`config.mk`:
```
export PLATFORM = sky130hd
export DESIGN_NAME = pte_pmem
export DESIGN_NICKNAME = d
export VERILOG_FILES = /design/src/sv/pte_pkg.sv /design/src/sv/pte_pmem.sv
export SDC_FILE = /design/constraint.sdc
export NUM_CORES = 2
export LEC_CHECK = 0
export BUFFER_PORTS_ARGS = -buffer_cell sky130_fd_sc_hd__buf_4
export CELL_PAD_IN_SITES_DETAIL_PLACEMENT = 0
export CELL_PAD_IN_SITES_GLOBAL_PLACEMENT = 1
export CORE_ASPECT_RATIO = 1.5
export CORE_MARGIN = 5
export CORE_UTILIZATION = 40
export CTS_CLUSTER_DIAMETER = 30
export DETAILED_ROUTE_END_ITERATION = 10
export PLACE_DENSITY_LB_ADDON = 0.12
export REMOVE_ABC_BUFFERS = 1
export SETUP_SLACK_MARGIN = 0.05
export SLEW_MARGIN = 15
export SYNTH_ARGS = -nofsm -noshare
export SYNTH_HDL_FRONTEND = slang
export SYNTH_SLANG_ARGS = --single-unit
export TNS_END_PERCENT = 20
```
`constraint.sdc`:
```
create_clock -name clk -period 11.1 [get_ports clk]
set_clock_uncertainty 0.1 [all_clocks]
set_input_delay 0.555 -clock clk [delete_from_list [all_inputs] [get_ports clk]]
set_output_delay 0.555 -clock clk [all_outputs]
set_load 0.005 [all_outputs]
```
`src/sv/pte_pkg.sv`:
```
// Shared types and constants of the piece table edit engine.
// Used by pte_pmem, piece_table_edit_engine and pte_checker.
// Depends on nothing else.
package pte_pkg;

	localparam int MAX_PIECES = 64;
	localparam int ORIG_DEPTH = 65536;
	localparam int ADD_DEPTH  = 65536;

	localparam int PIDX_W  = $clog2(MAX_PIECES);
	localparam int PCNT_W  = $clog2(MAX_PIECES) + 1;
	localparam int TADDR_W = 16;
	localparam int TCNT_W  = 17;
	localparam int PSIZE_W = 17;
	localparam int POS_W   = 18;

	localparam int IN_W  = 32;
	localparam int OUT_W = 40;

	localparam logic [2:0] FUNC_CLEAR  = 3'd0;
	localparam logic [2:0] FUNC_LOAD   = 3'd1;
	localparam logic [2:0] FUNC_INSERT = 3'd2;
	localparam logic [2:0] FUNC_DELETE = 3'd3;
	localparam logic [2:0] FUNC_READ   = 3'd4;

	localparam logic [1:0] ST_OK         = 2'd0;
	localparam logic [1:0] ST_RANGE      = 2'd1;
	localparam logic [1:0] ST_TABLE_FULL = 2'd2;
	localparam logic [1:0] ST_STORE_FULL = 2'd3;

	typedef struct packed {
		logic                src;
		logic [TADDR_W-1:0]  off;
		logic [PSIZE_W-1:0]  size;
	} piece_t;

	typedef struct packed {
		logic              en;
		logic [PIDX_W-1:0] addr;
		piece_t            data;
	} pwr_t;

endpackage

```
`src/sv/pte_pmem.sv`:
```
// Piece descriptor memory: one write port and one registered read port.
// Depends on pte_pkg for the descriptor and write request types.
module pte_pmem (
	input  logic                          clk,
	input  logic [pte_pkg::PIDX_W-1:0]    rd_addr,
	output pte_pkg::piece_t               rd_data,
	input  pte_pkg::pwr_t                 wr
);

	pte_pkg::piece_t mem [pte_pkg::MAX_PIECES];

	always_ff @(posedge clk) begin
		if (wr.en) begin
			mem[wr.addr] <= wr.data;
		end
		rd_data <= mem[rd_addr];
	end

endmodule

```
# After elaboration in Yosys (flattened, before gate mapping)

Memory sizes are Yosys's and may differ from the RTL's. A register that Yosys moved wholly into a read port is not among the register bits.
Cells that the tools add are included.
W data, S select, Z words.

Output and inout port bits: 34
Memories kept: 1
Logic and storage cells: 3
Memory bits (writable): 2176
Register bits after elaboration: 0
Input port bits: 48

Memory list:

| name | depth | width | read ports | clocked after memory_dff | wr ports | RTL line       | source |
|---|---|---|---|---|---|---|---|
| mem  | 64    | 34    | 1          | 1                        | 1        | pte_pmem.sv:10 | `pte_pkg::piece_t mem [pte_pkg::MAX_PIECES];` |

Mux-type cells: 2

Operator list:

| cell    | number |
|---|---|
| $mux W1 | 2 |

# Longest topological paths before layout

Depth after elaboration: 2
Gate-level depth with buffers: 10
Depth with buffers taken out: 5

# Worst setup path before layout

Ideal clock, no wire load.

Path kind: input port to flip-flop
Start point: input port wr[37] (netlist bit)
End point: memory mem[48][0] (netlist bit) (enable)
Path slack: 7.145 ns
Required time: 10.533 ns
Setup time: 0.467 ns
Data arrival time: 3.388 ns
Cell stages on the path: 4
Cell sequence: clkbuf_1 nor2b_1 nand4b_1 nor3_1

RTL lines:

| element     | RTL line       | source |
|---|---|---|
| from (decl) | pte_pmem.sv:7  | `input pte_pkg::pwr_t wr` |
| to (decl)   | pte_pmem.sv:10 |  |

Straight into the memory's write port.

==> flow_summary.ini <==
[critical_path]
critPathRequiredTime_ns = 11.68
cpMaxStageDelayCell = buf_4
cp_common_cell = buf_4
rr_worst_depth = 5
arrival_ns = 4.45
rr_endpoint = rd_data[25]
cpPeakStageDelay_ns = 0.77
crit_fanout = 67
r2r_start = mem[10][25]
rrSetupSlack_ns = 8.12
worstSetupPathType = in2reg
startpoint_type = input pin
end_kind = register
crit_path_cell_trace = buf_8, buf_4, buf_4, mux4_2, o22ai_1, nor2_1, nand2_1, a21oi_1

[final_layout]
multiInputGateArea_um2 = 17100
finalNetCount = 4151
nFillCells = 17200
area_growth_pct = 20.7
drive_gt1_share_pct = 32.5
final_cells = 7216
register_area_um2 = 66000

[global_routing]
grt_pass1_vias = 43800
grt_pass1_wl_mm = 350
grt.overflow.total = 0
antenna_found_initial = 17
use_met3_pct = 3.55
top_usage_layer = met2
grt_usage_pct = 22.8
use_met2_pct = 41.0
grt_max_degree = 84
grtUsageMet1_pct = 28.6

[yosys]
ys_async_sr_fraction_pct = 0
synth_top_cell_by_area = edfxtp_1
synthMostInstantiatedCell = edfxtp_1
yosysWarnings = 0
ys_seq_area_share_pct = 78.8
ys_top_cells_by_area = edfxtp_1 (78%), mux4_2 (13%), mux2i_1 (1.8%), dfxtp_1 (0.81%), mux2_2 (0.73%)
synth_top_area_share_pct = 78.0
avgSynthCellArea_um2 = 22.4
synth_edf_count = 2176
ys_ff_latch = 2210
synthesis.area_um2 = 83800
synthTopCellsByCount = edfxtp_1 (2176), mux4_2 (472), mux2i_1 (150), clkbuf_1 (89), nor2_1 (89)
synth_cells = 3744
synth-main-ff-cell = edfxtp_1
synth_cell_types = 41

[die]
die_y_um = 570
die_w_um = 384
initial_core_util_pct = 40.2
num_io_pins = 82
core-area_um2 = 208000
die_area_um2 = 219000
rows = 205

[clocking]
cts_root_buf = clkbuf_16
hold_buffers = 0
cts_tree = built
numCtsBuffers = 375
ctsResizeCount = 0
cts_sinks = 2210
clk_pin_slew_ns = 0.05
max-clock-path-buffers = 4
h-tree-depth = 5
clock_latency_ns = 0.86
postCtsSetupRepairBufs = 0

[sta]
worst_slew_pin_slew_ns = 1.27
setup_viol = 0
rsz0062_at_grt = no
period_needed_ns = 3.86
max_slew_margin_pct = 15.4
finalMaxSlewViolations = 0
hold_ws_ns = 0.154
finalCritPeriodShare_pct = 34.8
hold_viol = 0
fmax_mhz = 259
tns_ns = 0
postLayoutSetupSlackWorst_ns = 7.24

[route]
vias = 41300
remaining_drc_errors = 0
antenna_left = 0
first_pass_iters = 6
routed_wl_mm = 251
wl_per_cell_um = 34.8
drt_iter0_markers = 3709
avgViaCountPerCell = 5.72

[power_and_ir_drop]
clkPwrFrac_pct = 53.3
powerDensity_nw_per_um2 = 216
seqPwrFrac_pct = 42.6
intPower_w = 0.0170
leakage_nw = 32.2
switching_share_pct = 22.1
switchingPower_w = 0.00483
p_comb_share_pct = 4.1
irDropWorstVdd_mv = 0.138

[min_path]
hp-class = in2reg
min_from = wr[33]
min_path_cells = 1
min_to = mem[38][33]

[placed_design]
io_buffers = 81
place_hpwl_mm = 140
place.gp.congestion = 0.767
place_ws_ns = 6.25
dp.cells = 6520

[run_status]
status = finished clean

[job]
drv_cap = 0
flip-flops by register name (all words and copies together) (netlist names):
| signal | flops |
|---|---|
| mem | 2176 |
| rd_data | 34 |
cell type report:
class                      instances  area share [%]
sequential                      2210            65.3
multi-input combinational       1319            17.0
clock buffer                     421            9.64
tap                             2794            3.46
clock inverter                   271            3.05
timing repair buffer             196            1.56
antenna                            4         0.00990
inverter                           1         0.00371
cell usage in the layout (no fill, tap or decap), drive strengths merged, types with 5 or more instances in the layout:
cell,netlist,routed
nor2,89,89
nor3,7,7
a31oi,5,5
dfxtp,34,34
nor2b,23,23
a221o,24,24
nand2,80,80
mux4,472,472
o211ai,10,10
a21oi,17,17
a211oi,22,22
bufinv,0,44
o211a,5,5
clkinvlp,0,44
o22ai,85,85
clkinv,1,111
clkbuf,89,421
nand2b,9,9
a311o,10,10
mux2i,150,150
edfxtp,2176,2176
inv,0,73
o21ai,10,10
o221ai,39,39
nand4,46,46
buf,125,196
a22oi,55,55
nand3,69,69
o22a,10,10
mux2,54,54
and3,12,12
per-stage QoR:
stage / util [%] / total power [W] / cell area [µm²]
global route: 48.5 / 0.0225 / 101000
floorplan: - / 0.00978 / 82600
global placement: 42.4 / 0.0104 / 88200
detailed placement: 42.4 / 0.0104 / 88200
finish: 48.5 / 0.0218 / 101000
CTS: 48.5 / 0.0221 / 101000
kinds of logic after synthesis:
logic type,count (synthesis),share of synthesized area [%]
compound gates,297,2.65
mux,676,15.2
simple gates,346,1.97
buf+inv,215,1.36
flops,2210,78.8
critical path: cells and delay by family:
family | cells | cell delay [ns]
AOI/OAI and AO/OA | 2 | 0.67
muxes | 1 | 0.59
and+or+nand+nor | 2 | 0.47
buffers and inverters | 3 | 1.88
power groups by stage:
stage	registers (W)	clock network (W)	logic (W)
floorplan	0.00943	0	0.000342
global placement	0.00947	0	0.000911
detailed placement	0.00947	0	0.000919
CTS	0.00930	0.0118	0.000920
global route	0.00930	0.0122	0.000942
finish	0.00930	0.0116	0.000889
worst max-delay path by stage:
stage | startpoint | endpoint | cells past startpoint
finish | rd_addr[0] | rd_data[4] | 8
global route | rd_addr[0] | rd_data[4] | 8
CTS | rd_addr[0] | rd_data[4] | 8
detailed placement | rd_addr[0] | rd_data[3] | 8
global placement | rd_addr[0] | rd_data[23] | 8
floorplan | wr[40] | mem[48][0] | 3
routing by layer:
| layer | vias to the layer above | wire length, µm | share of wire (%) |
|---|---|---|---|
| li1 | 16800 | - | - |
| met4 | 12 | 7530 | 3.0 |
| met3 | 362 | 12400 | 4.9 |
| met1 | 22800 | 97700 | 39 |
| met2 | 1218 | 134000 | 53 |
| met5 | - | 77 | 0.031 |
Note: power is estimated with default switching activity, not from simulation.
